### src/rtl/csl_pkg.sv
package csl_pkg;

  // Token kinds as they appear on the result channel
  localparam logic [5:0] K_STR        = 6'd0;
  localparam logic [5:0] K_POPEN      = 6'd1;
  localparam logic [5:0] K_PCLOSE     = 6'd2;
  localparam logic [5:0] K_COPEN      = 6'd3;
  localparam logic [5:0] K_CCLOSE     = 6'd4;
  localparam logic [5:0] K_COLON      = 6'd5;
  localparam logic [5:0] K_SEMI       = 6'd6;
  localparam logic [5:0] K_DOT        = 6'd7;
  localparam logic [5:0] K_COMMA      = 6'd8;
  localparam logic [5:0] K_EQ         = 6'd9;
  localparam logic [5:0] K_LT         = 6'd10;
  localparam logic [5:0] K_GT         = 6'd11;
  localparam logic [5:0] K_NOT        = 6'd12;
  localparam logic [5:0] K_AMP        = 6'd13;
  localparam logic [5:0] K_BAR        = 6'd14;
  localparam logic [5:0] K_PLUS       = 6'd15;
  localparam logic [5:0] K_MINUS      = 6'd16;
  localparam logic [5:0] K_STAR       = 6'd17;
  localparam logic [5:0] K_SLASH      = 6'd18;
  localparam logic [5:0] K_PCT        = 6'd19;
  localparam logic [5:0] K_IDENT      = 6'd20;
  localparam logic [5:0] K_INT        = 6'd21;
  localparam logic [5:0] K_FLOAT      = 6'd22;
  localparam logic [5:0] K_EQ_EQ      = 6'd23;
  localparam logic [5:0] K_LT_EQ      = 6'd24;
  localparam logic [5:0] K_GT_EQ      = 6'd25;
  localparam logic [5:0] K_NOT_EQ     = 6'd26;
  localparam logic [5:0] K_PLUS_EQ    = 6'd27;
  localparam logic [5:0] K_MINUS_EQ   = 6'd28;
  localparam logic [5:0] K_STAR_EQ    = 6'd29;
  localparam logic [5:0] K_SLASH_EQ   = 6'd30;
  localparam logic [5:0] K_AND        = 6'd31;
  localparam logic [5:0] K_OR         = 6'd32;
  localparam logic [5:0] K_INCR       = 6'd33;
  localparam logic [5:0] K_DECR       = 6'd34;
  localparam logic [5:0] K_EXP        = 6'd35;
  localparam logic [5:0] K_FLOORDIV   = 6'd36;
  localparam logic [5:0] K_KW0        = 6'd37;
  localparam logic [5:0] K_NONE       = 6'd52;
  // Internal only: whitespace run and unknown byte
  localparam logic [5:0] K_WS         = 6'd53;
  localparam logic [5:0] K_BAD        = 6'd63;

  localparam int KEYWORD_CHARS_DEF = 8;
  localparam int KW_MAX_CHARS      = 8;
  localparam int KW_COUNT          = 15;

  // Result queue depth, power of two
  localparam int QDEPTH = 8;

  localparam logic [63:0] KW_TEXT [KW_COUNT] = '{
    64'("return"), 64'("if"), 64'("else"), 64'("for"), 64'("while"),
    64'("switch"), 64'("case"), 64'("break"), 64'("default"), 64'("continue"),
    64'("null"), 64'("true"), 64'("false"), 64'("enum"), 64'("struct")
  };
  localparam int KW_LEN [KW_COUNT] = '{6, 2, 4, 3, 5, 6, 4, 5, 7, 8, 4, 4, 5, 4, 6};

  typedef struct packed {
    logic       valid;
    logic [7:0] char_code;
    logic       last_char;
  } item_t;

  typedef struct packed {
    logic [5:0]  token_kind;
    logic [31:0] token_start;
    logic [15:0] token_length;
    logic        is_error;
    logic [31:0] line_number;
    logic        stream_done;
  } res_t;

  typedef struct packed {
    logic push0;
    logic push1;
    res_t res0;
    res_t res1;
  } push_t;

  // Class of a byte outside quote mode
  function automatic logic [5:0] char_class(logic [7:0] c);
    logic [5:0] k;
    case (c)
      8'h0A, 8'h0D, 8'h09, " ": k = K_WS;
      "(": k = K_POPEN;
      ")": k = K_PCLOSE;
      "{": k = K_COPEN;
      "}": k = K_CCLOSE;
      ":": k = K_COLON;
      ";": k = K_SEMI;
      ".": k = K_DOT;
      ",": k = K_COMMA;
      "=": k = K_EQ;
      "<": k = K_LT;
      ">": k = K_GT;
      "!": k = K_NOT;
      "&": k = K_AMP;
      "|": k = K_BAR;
      "+": k = K_PLUS;
      "-": k = K_MINUS;
      "*": k = K_STAR;
      "/": k = K_SLASH;
      "%": k = K_PCT;
      default: begin
        if (c inside {["a":"z"], ["A":"Z"], "_"}) begin
          k = K_IDENT;
        end else if (c inside {["0":"9"]}) begin
          k = K_INT;
        end else begin
          k = K_BAD;
        end
      end
    endcase
    return k;
  endfunction

  function automatic logic [5:0] with_equals(logic [5:0] k);
    logic [5:0] r;
    case (k)
      K_EQ:    r = K_EQ_EQ;
      K_LT:    r = K_LT_EQ;
      K_GT:    r = K_GT_EQ;
      K_NOT:   r = K_NOT_EQ;
      K_PLUS:  r = K_PLUS_EQ;
      K_MINUS: r = K_MINUS_EQ;
      K_STAR:  r = K_STAR_EQ;
      K_SLASH: r = K_SLASH_EQ;
      default: r = k;
    endcase
    return r;
  endfunction

  function automatic logic [5:0] doubled(logic [5:0] k);
    logic [5:0] r;
    case (k)
      K_AMP:   r = K_AND;
      K_BAR:   r = K_OR;
      K_PLUS:  r = K_INCR;
      K_MINUS: r = K_DECR;
      K_STAR:  r = K_EXP;
      K_SLASH: r = K_FLOORDIV;
      default: r = k;
    endcase
    return r;
  endfunction

  // head holds the first word bytes, byte j at [8*j +: 8]
  function automatic logic [5:0] kw_lookup(logic [15:0] len, logic [63:0] head);
    logic [5:0] k;
    logic       hit;
    k = K_IDENT;
    for (int i = 0; i < KW_COUNT; i++) begin
      hit = (len == 16'(KW_LEN[i]));
      for (int j = 0; j < KW_MAX_CHARS; j++) begin
        if (j < KW_LEN[i]) begin
          hit = hit && (head[8*j +: 8] == KW_TEXT[i][8*(KW_LEN[i]-1-j) +: 8]);
        end
      end
      if (hit) begin
        k = K_KW0 + 6'(i);
      end
    end
    return k;
  endfunction

endpackage

### src/rtl/csl_stream_if.sv
interface csl_in_if;
  logic       valid;
  logic       ready;
  logic [7:0] char_code;
  logic       last_char;

  modport source (output valid, output char_code, output last_char, input ready);
  modport sink   (input valid, input char_code, input last_char, output ready);
endinterface

interface csl_out_if;
  logic        valid;
  logic        ready;
  logic [5:0]  token_kind;
  logic [31:0] token_start;
  logic [15:0] token_length;
  logic        is_error;
  logic [31:0] line_number;
  logic        stream_done;

  modport source (output valid, output token_kind, output token_start, output token_length,
                  output is_error, output line_number, output stream_done, input ready);
  modport sink   (input valid, input token_kind, input token_start, input token_length,
                  input is_error, input line_number, input stream_done, output ready);
endinterface

### src/rtl/csl_in_stage.sv
module csl_in_stage (
  input  logic                            clk_i,
  input  logic                            rst_ni,
  csl_in_if.sink                          char_i,
  input  logic [$clog2(csl_pkg::QDEPTH):0] q_count_i,
  output csl_pkg::item_t                  item_o
);
  import csl_pkg::*;

  localparam int CW = $clog2(QDEPTH) + 1;

  logic         vld_q;
  logic [7:0]   char_q;
  logic         last_q;
  logic [CW:0]  load;

  // Reserve two queue slots for every byte that may still push results
  assign load         = (CW+1)'(q_count_i) + (CW+1)'({vld_q, 1'b0});
  assign char_i.ready = (load <= (CW+1)'(QDEPTH - 2));

  always_ff @(posedge clk_i or negedge rst_ni) begin
    if (!rst_ni) begin
      vld_q <= 1'b0;
    end else begin
      vld_q <= char_i.valid && char_i.ready;
    end
  end

  always_ff @(posedge clk_i) begin
    if (char_i.valid && char_i.ready) begin
      char_q <= char_i.char_code;
      last_q <= char_i.last_char;
    end
  end

  assign item_o = '{valid: vld_q, char_code: char_q, last_char: last_q};

endmodule

### src/rtl/csl_engine.sv
module csl_engine #(
  parameter int KEYWORD_CHARS = csl_pkg::KEYWORD_CHARS_DEF
) (
  input  logic           clk_i,
  input  logic           rst_ni,
  input  csl_pkg::item_t item_i,
  output csl_pkg::push_t push_o
);
  import csl_pkg::*;

  localparam int IW = $clog2(KEYWORD_CHARS);

  logic        quote_q, quote_d;
  logic [31:0] line_q, line_d;
  logic [31:0] pos_q, pos_d;
  logic [5:0]  pk_q, pk_d;
  logic [31:0] pstart_q, pstart_d;
  logic [15:0] plen_q, plen_d;
  logic        halt_q, halt_d;
  logic [7:0]  wbuf_q [KEYWORD_CHARS];
  logic [7:0]  wbuf_n [KEYWORD_CHARS];

  logic [7:0]  c;
  logic [5:0]  cls;
  logic        quote_n;
  logic [31:0] line_n;
  logic        merge;
  logic [5:0]  pk_m;
  logic [15:0] base_len, len_e;
  logic [31:0] start_m;
  logic        wr_en;
  logic [IW-1:0] wr_idx;
  logic [63:0] head_old, head_new;
  logic        close_old, flush;
  res_t        close_res, flush_res, end_res, err_res;
  logic [5:0]  close_kind, flush_kind;

  always_comb begin
    c       = item_i.char_code;
    quote_n = quote_q;
    line_n  = line_q;
    if (c == "'" || c == "\"") begin
      quote_n = ~quote_q;
      cls     = K_STR;
    end else if (quote_q) begin
      cls = K_STR;
    end else begin
      cls = char_class(c);
      if (c == 8'h0A && line_q != '1) begin
        line_n = line_q + 32'd1;
      end
    end

    // Extend the pending token or start a new one
    if (cls == K_EQ && with_equals(pk_q) != pk_q) begin
      merge = 1'b1;
      pk_m  = with_equals(pk_q);
    end else if (pk_q == K_INT && cls == K_DOT) begin
      merge = 1'b1;
      pk_m  = K_FLOAT;
    end else if (cls == pk_q || ((pk_q == K_IDENT || pk_q == K_FLOAT) && cls == K_INT)) begin
      merge = 1'b1;
      pk_m  = doubled(pk_q);
    end else begin
      merge = 1'b0;
      pk_m  = cls;
    end

    base_len = merge ? plen_q : 16'd0;
    len_e    = (base_len == 16'hFFFF) ? base_len : base_len + 16'd1;
    start_m  = merge ? pstart_q : pos_q;
    wr_en    = (pk_m == K_IDENT) && (base_len < 16'(KEYWORD_CHARS));
    wr_idx   = base_len[IW-1:0];

    wbuf_n = wbuf_q;
    if (wr_en) begin
      wbuf_n[wr_idx] = c;
    end
    for (int j = 0; j < KW_MAX_CHARS; j++) begin
      head_old[8*j +: 8] = wbuf_q[j];
      head_new[8*j +: 8] = wbuf_n[j];
    end

    if (pk_q == K_IDENT && plen_q <= 16'(KEYWORD_CHARS)) begin
      close_kind = kw_lookup(plen_q, head_old);
    end else begin
      close_kind = pk_q;
    end
    if (pk_m == K_IDENT && len_e <= 16'(KEYWORD_CHARS)) begin
      flush_kind = kw_lookup(len_e, head_new);
    end else begin
      flush_kind = pk_m;
    end

    close_old = !merge && (pk_q != K_WS);
    flush     = item_i.last_char && (pk_m != K_WS);

    close_res = '{token_kind: close_kind, token_start: pstart_q, token_length: plen_q,
                  is_error: 1'b0, line_number: line_n,
                  stream_done: item_i.last_char && !flush};
    flush_res = '{token_kind: flush_kind, token_start: start_m, token_length: len_e,
                  is_error: 1'b0, line_number: line_n, stream_done: 1'b1};
    end_res   = '{token_kind: K_NONE, token_start: 32'd0, token_length: 16'd0,
                  is_error: 1'b0, line_number: line_n, stream_done: 1'b1};
    err_res   = '{token_kind: K_NONE, token_start: pos_q, token_length: 16'd1,
                  is_error: 1'b1, line_number: line_n, stream_done: 1'b1};

    push_o = '{push0: 1'b0, push1: 1'b0, res0: close_res, res1: flush_res};
    quote_d  = quote_q;
    line_d   = line_q;
    pos_d    = pos_q;
    pk_d     = pk_q;
    pstart_d = pstart_q;
    plen_d   = plen_q;
    halt_d   = halt_q;

    if (item_i.valid && !halt_q) begin
      pos_d = pos_q + 32'd1;
      if (cls == K_BAD) begin
        push_o.push0 = 1'b1;
        push_o.res0  = err_res;
        halt_d       = 1'b1;
      end else begin
        if (close_old) begin
          push_o.push0 = 1'b1;
          push_o.push1 = flush;
        end else if (flush) begin
          push_o.push0 = 1'b1;
          push_o.res0  = flush_res;
        end else if (item_i.last_char) begin
          push_o.push0 = 1'b1;
          push_o.res0  = end_res;
        end
        if (item_i.last_char) begin
          // End of stream: back to reset values
          quote_d  = 1'b0;
          line_d   = 32'd1;
          pos_d    = 32'd0;
          pk_d     = K_WS;
          pstart_d = 32'd0;
          plen_d   = 16'd0;
        end else begin
          quote_d  = quote_n;
          line_d   = line_n;
          pk_d     = pk_m;
          pstart_d = start_m;
          plen_d   = len_e;
        end
      end
    end
  end

  always_ff @(posedge clk_i or negedge rst_ni) begin
    if (!rst_ni) begin
      quote_q  <= 1'b0;
      line_q   <= 32'd1;
      pos_q    <= 32'd0;
      pk_q     <= K_WS;
      pstart_q <= 32'd0;
      plen_q   <= 16'd0;
      halt_q   <= 1'b0;
    end else begin
      quote_q  <= quote_d;
      line_q   <= line_d;
      pos_q    <= pos_d;
      pk_q     <= pk_d;
      pstart_q <= pstart_d;
      plen_q   <= plen_d;
      halt_q   <= halt_d;
    end
  end

  always_ff @(posedge clk_i) begin
    if (item_i.valid && !halt_q && wr_en) begin
      wbuf_q[wr_idx] <= c;
    end
  end

endmodule

### src/rtl/csl_res_fifo.sv
module csl_res_fifo (
  input  logic                             clk_i,
  input  logic                             rst_ni,
  input  csl_pkg::push_t                   push_i,
  input  logic                             pop_i,
  output logic                             valid_o,
  output csl_pkg::res_t                    head_o,
  output logic [$clog2(csl_pkg::QDEPTH):0] count_o
);
  import csl_pkg::*;

  localparam int PW = $clog2(QDEPTH);

  res_t          mem [QDEPTH];
  logic [PW-1:0] wp_q, wp_d;
  logic [PW-1:0] rp_q, rp_d;
  logic [PW:0]   cnt_q, cnt_d;

  always_comb begin
    wp_d  = wp_q + PW'(push_i.push0) + PW'(push_i.push1);
    rp_d  = rp_q + PW'(pop_i);
    cnt_d = cnt_q + (PW+1)'(push_i.push0) + (PW+1)'(push_i.push1) - (PW+1)'(pop_i);
  end

  always_ff @(posedge clk_i or negedge rst_ni) begin
    if (!rst_ni) begin
      wp_q  <= '0;
      rp_q  <= '0;
      cnt_q <= '0;
    end else begin
      wp_q  <= wp_d;
      rp_q  <= rp_d;
      cnt_q <= cnt_d;
    end
  end

  always_ff @(posedge clk_i) begin
    if (push_i.push0) begin
      mem[wp_q] <= push_i.res0;
    end
    if (push_i.push1) begin
      mem[wp_q + PW'(1)] <= push_i.res1;
    end
  end

  assign valid_o = (cnt_q != '0);
  assign head_o  = mem[rp_q];
  assign count_o = cnt_q;

endmodule

### src/rtl/char_stream_lexer_top.sv
// Character stream lexer.
// char_i takes one source byte per transfer with last_char marking the final
// byte of a stream. token_o gives closed tokens as kind, start offset, length,
// error flag, current line and stream_done; whitespace runs give no token.
// A byte yields zero, one or two tokens; the final byte of a stream always
// yields at least one (an end marker with kind 52 when nothing else closes).
// A transferred byte is held in the input register, where it is classified
// and merged against the pending token; its tokens are written to the result
// queue at the next edge and are valid on token_o from then on.
// Throughput: one byte per cycle while char_i.ready is high. Tokens leave
// through an eight-entry result queue, one per cycle while the receiver is
// ready; char_i.ready drops unless the queue keeps two free entries for the
// byte on offer and two more for the byte in the input register when it holds
// one, so a stalled receiver backs up into char_i without losing or repeating
// a token.
// An unknown byte outside quotes gives one error token and the block then
// drops every byte until reset.
// Reset clears quote mode, line count (to 1), byte offset, pending token, the
// halt flag and the result queue; the block accepts bytes right after reset.
module char_stream_lexer_top #(
  parameter int KEYWORD_CHARS = csl_pkg::KEYWORD_CHARS_DEF
) (
  input  logic     clk_i,
  input  logic     rst_ni,
  csl_in_if.sink   char_i,
  csl_out_if.source token_o
);
  import csl_pkg::*;

  item_t                    item;
  push_t                    push;
  res_t                     head;
  logic                     q_valid;
  logic [$clog2(QDEPTH):0]  q_count;

  csl_in_stage u_in_stage (
    .clk_i     (clk_i),
    .rst_ni    (rst_ni),
    .char_i    (char_i),
    .q_count_i (q_count),
    .item_o    (item)
  );

  csl_engine #(
    .KEYWORD_CHARS (KEYWORD_CHARS)
  ) u_engine (
    .clk_i  (clk_i),
    .rst_ni (rst_ni),
    .item_i (item),
    .push_o (push)
  );

  csl_res_fifo u_res_fifo (
    .clk_i   (clk_i),
    .rst_ni  (rst_ni),
    .push_i  (push),
    .pop_i   (q_valid && token_o.ready),
    .valid_o (q_valid),
    .head_o  (head),
    .count_o (q_count)
  );

  assign token_o.valid        = q_valid;
  assign token_o.token_kind   = head.token_kind;
  assign token_o.token_start  = head.token_start;
  assign token_o.token_length = head.token_length;
  assign token_o.is_error     = head.is_error;
  assign token_o.line_number  = head.line_number;
  assign token_o.stream_done  = head.stream_done;

endmodule

### src/flat_wrapper.sv
// flat-port wrapper written by rule: the top's interface ports become plain ports
module char_stream_lexer_top_flat import csl_pkg::*;
#(
  parameter int KEYWORD_CHARS = csl_pkg::KEYWORD_CHARS_DEF
)
  (clk_i, rst_ni, char_i_valid, char_i_char_code, char_i_last_char, char_i_ready, token_o_valid, token_o_token_kind, token_o_token_start, token_o_token_length, token_o_is_error, token_o_line_number, token_o_stream_done, token_o_ready);
  csl_in_if char_i_i ();
  csl_out_if token_o_i ();
  input  logic clk_i;
  input  logic rst_ni;
  input wire logic [$bits(char_i_i.valid)-1:0] char_i_valid;
  input wire logic [$bits(char_i_i.char_code)-1:0] char_i_char_code;
  input wire logic [$bits(char_i_i.last_char)-1:0] char_i_last_char;
  output wire logic [$bits(char_i_i.ready)-1:0] char_i_ready;
  output wire logic [$bits(token_o_i.valid)-1:0] token_o_valid;
  output wire logic [$bits(token_o_i.token_kind)-1:0] token_o_token_kind;
  output wire logic [$bits(token_o_i.token_start)-1:0] token_o_token_start;
  output wire logic [$bits(token_o_i.token_length)-1:0] token_o_token_length;
  output wire logic [$bits(token_o_i.is_error)-1:0] token_o_is_error;
  output wire logic [$bits(token_o_i.line_number)-1:0] token_o_line_number;
  output wire logic [$bits(token_o_i.stream_done)-1:0] token_o_stream_done;
  input wire logic [$bits(token_o_i.ready)-1:0] token_o_ready;
  assign char_i_i.valid = char_i_valid;
  assign char_i_i.char_code = char_i_char_code;
  assign char_i_i.last_char = char_i_last_char;
  assign char_i_ready = char_i_i.ready;
  assign token_o_valid = token_o_i.valid;
  assign token_o_token_kind = token_o_i.token_kind;
  assign token_o_token_start = token_o_i.token_start;
  assign token_o_token_length = token_o_i.token_length;
  assign token_o_is_error = token_o_i.is_error;
  assign token_o_line_number = token_o_i.line_number;
  assign token_o_stream_done = token_o_i.stream_done;
  assign token_o_i.ready = token_o_ready;
  char_stream_lexer_top #(.KEYWORD_CHARS(KEYWORD_CHARS)) u_core (.clk_i(clk_i), .rst_ni(rst_ni), .char_i(char_i_i), .token_o(token_o_i));
endmodule
### config.mk
export PLATFORM = sky130hd
export DESIGN_NAME = char_stream_lexer_top_flat
export DESIGN_NICKNAME = d
export VERILOG_FILES = /design/src/rtl/csl_pkg.sv /design/src/rtl/csl_stream_if.sv /design/src/rtl/csl_in_stage.sv /design/src/rtl/csl_engine.sv /design/src/rtl/csl_res_fifo.sv /design/src/rtl/char_stream_lexer_top.sv /design/src/flat_wrapper.sv
export SDC_FILE = /design/constraint.sdc
export NUM_CORES = 2
export LEC_CHECK = 0
export BUFFER_PORTS_ARGS = -buffer_cell sky130_fd_sc_hd__clkbuf_2
export CAP_MARGIN = 20
export CORE_ASPECT_RATIO = 1.4
export CORE_UTILIZATION = 50
export CTS_CLUSTER_SIZE = 10
export DETAILED_ROUTE_END_ITERATION = 8
export MAX_ROUTING_LAYER = met4
export PLACE_DENSITY = 0.75
export SYNTH_ARGS = -nofsm -noshare
export SYNTH_HDL_FRONTEND = slang
export SYNTH_SLANG_ARGS = --single-unit
export TNS_END_PERCENT = 10
### constraint.sdc
create_clock -name clk_i -period 12.6 [get_ports clk_i]
set_input_delay 2.52 -clock clk_i [delete_from_list [all_inputs] [get_ports clk_i]]
set_output_delay 2.52 -clock clk_i [all_outputs]
set_load 0.01 [all_outputs]
* Yosys cells after proc, flatten, opt, wreduce, memory -nomap -nowiden
Memory sizes are Yosys's and may differ from the RTL's.
Index checks and enable logic that the tools add are counted.
** Cells by class
- Eq/ne operators :: 166
- Bitwise logic cells :: 3
- Order comparisons :: 12
- Add/sub/neg operators :: 11
- Reductions and logical operators :: 173
- Multiplexer cells :: 220
** Operators with widths (number)
- 8-bit by 7-bit equality test with 1-bit output (second input constant) :: 106
- 88-bit two-way mux :: 4
- 32-bit two-way mux :: 8
- 6-bit two-way mux :: 40
- 1-bit logical AND :: 160
- 1-bit two-way mux :: 157
- 8-bit by 6-bit equality test with 1-bit output (second input constant) :: 19
- 16-bit by 3-bit equality test with 1-bit output (second input constant) :: 8
- 6-bit case mux with 20 select lines :: 1
- 90-bit two-way mux :: 1
- 32-bit by 1-bit adder with 32-bit output (second input constant) :: 2
- 64-bit bitwise mux :: 1
- 16-bit by 2-bit equality test with 1-bit output (second input constant) :: 4
- 64-bit two-way mux :: 1
- 6-bit by 4-bit equality test with 1-bit output (second input constant) :: 8
- 6-bit by 5-bit equality test with 1-bit output (second input constant) :: 8
- 16-bit two-way mux :: 3
- 6-bit case mux with 8 select lines :: 1
- 6-bit case mux with 6 select lines :: 1
- 16-bit by 4-bit equality test with 1-bit output (second input constant) :: 2
- 16-bit by 4-bit <= comparator with 1-bit output (second input constant) :: 2
- 32-bit inequality test (second input constant) :: 1
- 8-bit demux with 3-bit select :: 1
- 8-bit by 4-bit equality test with 1-bit output (second input constant) :: 3
- other kinds (31) :: 43
** Word-level totals
- Register bits after elaboration :: 204
- Bits in writable memories :: 704
- Memories :: 1
- Logic and storage cells :: 607
** Memories
- u_core.u_res_fifo.mem :: depth 8, bits a word 88, rd ports 1, clocked after Yosys merged registers in 0, write ports 2, RTL line csl_res_fifo.sv:14 : res_t mem [QDEPTH];

* Logic depth before layout (Yosys ltp)
- Depth after elaboration :: 57
- Gate-level depth with buffers :: 35

* Hierarchy
Synthesis repeated with hierarchy kept, for this count alone.
** Unflattened totals
- Cell total of the unflattened synthesis :: 3753
- Area, all modules :: 50851.3 um^2
** Modules (own cells, without submodules)
- csl_res_fifo :: cells each 1862, area each 35280.1 um^2, seq. area each 21390.5 um^2, instances 1
- csl_engine :: cells each 1869, area each 15194.6 um^2, seq. area each 4931.0 um^2, instances 1
- csl_in_stage :: cells each 21, area each 370.4 um^2, seq. area each 295.3 um^2, instances 1
- char_stream_lexer_top :: cells each 1, area each 6.3 um^2, seq. area each 0.0 um^2, instances 1

* Worst setup path before layout
Ideal clock, no wire load.
- Path kind :: register to register
- Start :: register u_core.u_in_stage.char_q[6]
- End :: memory u_core.u_res_fifo.mem[0][86] (netlist bit) (data pin)
- Library setup time :: 0.257 ns
- Arrival :: 7.976 ns
- Path slack :: 4.368 ns
- Stages on the path, launching flop included :: 33
- Path buffers :: 6
- Period minus slack after synthesis :: 8.232 ns
- Cells stage by stage :: edfxtp_1 -> or4b_1 -> buf_2 -> or3_1 -> o22ai_2 -> a31oi_2 -> or4_1 -> or3_4 -> and2b_1 -> o21ai_4 -> buf_2 -> buf_2 -> buf_1 -> buf_1 -> and2_1 -> ha_1 -> clkbuf_1 -> nand3_1 -> nor3_1 -> nor2_1 -> nand3b_1 -> o21a_1 -> o21ai_0 -> nand4_1 -> and2_1 -> a21o_1 -> a2111oi_0 -> mux2i_1 -> nor4_1 -> a2111oi_1 -> a211oi_2 -> o21ai_2 -> a32o_1
** RTL lines
- from (decl) :: RTL line csl_in_stage.sv:13 : logic [7:0] char_q;
- from (signal assigned) :: RTL line csl_in_stage.sv:31 : char_q <= char_i.char_code;
- to (decl) :: RTL line csl_res_fifo.sv:14

==> flow_metrics.py <==
metrics = {
    "outcome": {
        "status": "finished, final reports clean",
    },
    "sta": {
        "period_share_pct": 73.3,
        "drv_slew": 0,
        "setup_tns_ps": 0,
        "max_freq_mhz": 108,
        "tightest_slew_ps": 1230,
        "skew_ps": 48.2,
        "setup_violations": 0,
        "hold_violations": 0,
        "min_period_ps": 9240,
        "relSlewSlack_pct": 17.7,
        "rsz0062_at_grt": "no",
    },
    "cells_and_area": {
        "syn2layout_area_growth_pct": 10.2,
        "fillers": 7450,
        "fin_area_sq_mm": 0.0507,
        "layout_commonest_cell": "edfxtp_1",
        "final_core_util_pct": 55.6,
        "nets": 3829,
        "drive_above_1_share_pct": 17.9,
        "layout_common_cells": "edfxtp_1 (761), nor2_1 (540), o22ai_1 (326)",
        "final_cells": 5084,
    },
    "critical_path": {
        "cp_max_fo": 43,
        "cp-start-kind": "register",
        "slowest_stage": "edfxtp_1",
        "r2r_cells": 27,
        "regToRegStartpoint": "u_core.u_in_stage.char_q[4]",
        "arrival_ps": 9680,
        "critical_path_class": "reg -> reg",
        "cp.required_ps": 13040,
        "slowest_delay_ps": 790,
        "endpoint_kind": "register",
        "timing.rr.end": "u_core.u_res_fifo.mem[7][86]",
        "reg2reg_slack_ps": 3360,
    },
    "flow_run": {
        "maxCapViolCount": 0,
    },
    "yosys": {
        "syn_inst": 3806,
        "ys_ff_latch": 908,
        "yosysSeqAreaShare_pct": 57.5,
        "yosysWarningCount": 0,
        "yosysUniqueCellTypes": 106,
        "synth-main-ff-cell": "edfxtp_1",
        "syn_nets": 3836,
        "synth_area_sq_mm": 0.0460,
        "async_reset_ff_share_pct": 14.4,
        "synth_edf_count": 761,
        "syn_avg_cell_area_sq_um": 12.1,
    },
    "power": {
        "leakagePower_nw": 15.8,
        "vdd_drop_max_v": 0.000161,
        "total_power_w": 0.00892,
        "powerDensity_mw_per_mm2": 176,
    },
    "die": {
        "dieWidth_um": 258,
        "die_area_sq_mm": 0.0932,
        "core_sq_mm": 0.0911,
        "start_util_pct": 50.5,
        "io_pins": 103,
        "num_rows": 131,
        "fp.dieH_um": 361,
    },
    "global_routing": {
        "grt_pass1_vias": 34700,
        "antenna_found_initial": 1,
        "grt_util_all_layers_pct": 34.0,
        "grt-ovfl-total": 0,
        "grt_start_max_net_pins": 110,
        "grt_pass1_wl_mm": 226,
    },
    "drt": {
        "vias": 34900,
        "drt_pre_antenna_iters": 9,
        "wire_per_inst_um": 30.5,
        "drtAntennaViolNets": 0,
        "drt-initial-drc-count": 4692,
        "routed_wl_mm": 155,
        "drc": 0,
        "viasPerCell": 6.87,
    },
    "placed_design": {
        "io_buffers": 102,
        "dp.cells": 4888,
        "place_hpwl_mm": 93.5,
        "place_congestion": 1.05,
        "place_area_sq_mm": 0.0475,
    },
    "worst_hold_path": {
        "worst_hold_path.endpoint": "u_core.u_res_fifo.mem[2][33]",
        "hold_start": "u_core.u_res_fifo.mem[2][33]",
        "min_path_type": "reg -> reg",
        "worst_hold_path.num_cells": 2,
    },
    "clock_network": {
        "numCtsBuffers": 102,
        "cts_hold_buf": 0,
        "htreeDepth": 3,
        "clock_latency_ps": 730,
        "cts_root_buffer": "clkbuf_16",
        "cts_tree": "done",
        "clock-sinks": 908,
        "clk_pin_slew_worst_paths_ps": 60,
        "cts_resized": 0,
        "cts_setup_buffers": 0,
        "clock_path_buffers": 3,
    },
}
==> flip-flops by register name (all words and copies together) (netlist names) <==
register and cells:
u_core.u_engine.halt_q 1, u_core.u_engine.head_old 64, u_core.u_engine.line_q 32, u_core.u_engine.pk_q 6, u_core.u_engine.plen_q 16, u_core.u_engine.pos_q 32
u_core.u_engine.pstart_q 32, u_core.u_engine.quote_q 1, u_core.u_in_stage.char_q 8, u_core.u_in_stage.last_q 1, u_core.u_in_stage.vld_q 1, u_core.u_res_fifo.count_o 4
u_core.u_res_fifo.mem 704, u_core.u_res_fifo.rp_q 3, u_core.u_res_fifo.wp_q 3
==> synthesized netlist by cell type (41+ instances only) <==
| cell type | count | area [sq um] |
|---|---|---|
| mux4_2 | 176 | 3960 |
| mux2i_1 | 53 | 531 |
| mux2_2 | 128 | 1440 |
| edfxtp_1 | 761 | 22900 |
| buf_1 | 42 | 158 |
| nand2_1 | 319 | 1200 |
| nand3_1 | 84 | 420 |
| o21ai_0 | 125 | 626 |
| nor2_1 | 550 | 2060 |
| a21oi_1 | 99 | 495 |
| clkbuf_1 | 212 | 796 |
| xor2_1 | 43 | 377 |
| o22ai_1 | 327 | 2050 |
| inv_1 | 41 | 154 |
| nor3_1 | 80 | 400 |
| dfrtp_1 | 126 | 3150 |
==> area by class of cell <==
type	count	area [sq um]	share of cell area [%]
timing repair buffer	177	1100	2.18
antenna	1	2.50	0.00494
inverter	41	174	0.343
multi-input combinational	2569	18300	36.2
sequential	908	26500	52.2
tap	1197	1500	2.96
clock buffer	179	2860	5.65
clock inverter	12	216	0.427
==> how the worst max path moves through the flow <==
| stage | startpoint | endpoint | slack [ps] |
|---|---|---|---|
| floorplan | u_core.u_in_stage.char_q[6] | u_core.u_res_fifo.mem[0][86] | 4370 |
| global placement | u_core.u_in_stage.char_q[4] | u_core.u_res_fifo.mem[7][86] | 3800 |
| detailed placement | u_core.u_in_stage.char_q[4] | u_core.u_res_fifo.mem[7][86] | 3610 |
| CTS | u_core.u_in_stage.char_q[4] | u_core.u_res_fifo.mem[7][86] | 3540 |
| global route | u_core.u_in_stage.char_q[4] | u_core.u_res_fifo.mem[5][86] | 2670 |
| finish | u_core.u_in_stage.char_q[4] | u_core.u_res_fifo.mem[7][86] | 3360 |
==> cell families (layout without fill, tap and decap cells) <==
family | Yosys count | after routing | synth area share, %
simple gates | 1341 | 1341 | 13.6
flops | 908 | 908 | 57.5
compound gates | 779 | 779 | 11.1
mux | 359 | 359 | 13.0
buf+inv | 329 | 409 | 2.90
xor+xnor | 73 | 73 | 1.39
fa+ha+maj | 17 | 17 | 0.511
other cells | 0 | 1 | 0
==> routing by layer <==
layer / track usage, % / vias up / share of wire, %
li1: - / 14700 / -
met1: 37.9 / 17300 / 34
met2: 55.4 / 2341 / 50
met3: 6.59 / 605 / 9.5
met4: 22.3 / 0 / 6.9
met5: - / - / 0
==> critical path, delay by kind of cell, from the launching register on <==
kind            cells  cell delay, ps
simple gates       14            5030
compound gates     10            2180
flops               1             790
buf+inv             1             390
fa+ha+maj           1             350
mux                 1             200
==> report_power, final <==
group	leakage, nW	switching, W	internal, W
sequential	8.79	0.000260	0.00335
combinational	5.55	0.00145	0.00107
clock	1.45	0.00123	0.00156
==> metrics by stage <==
stage	hold WS [ps]	setup WS, ps
CTS	459	3540
floorplan	433	4370
finish	458	3360
global route	473	2670
detailed placement	449	3610
global placement	446	3800
(Power assumes the default switching activity.)
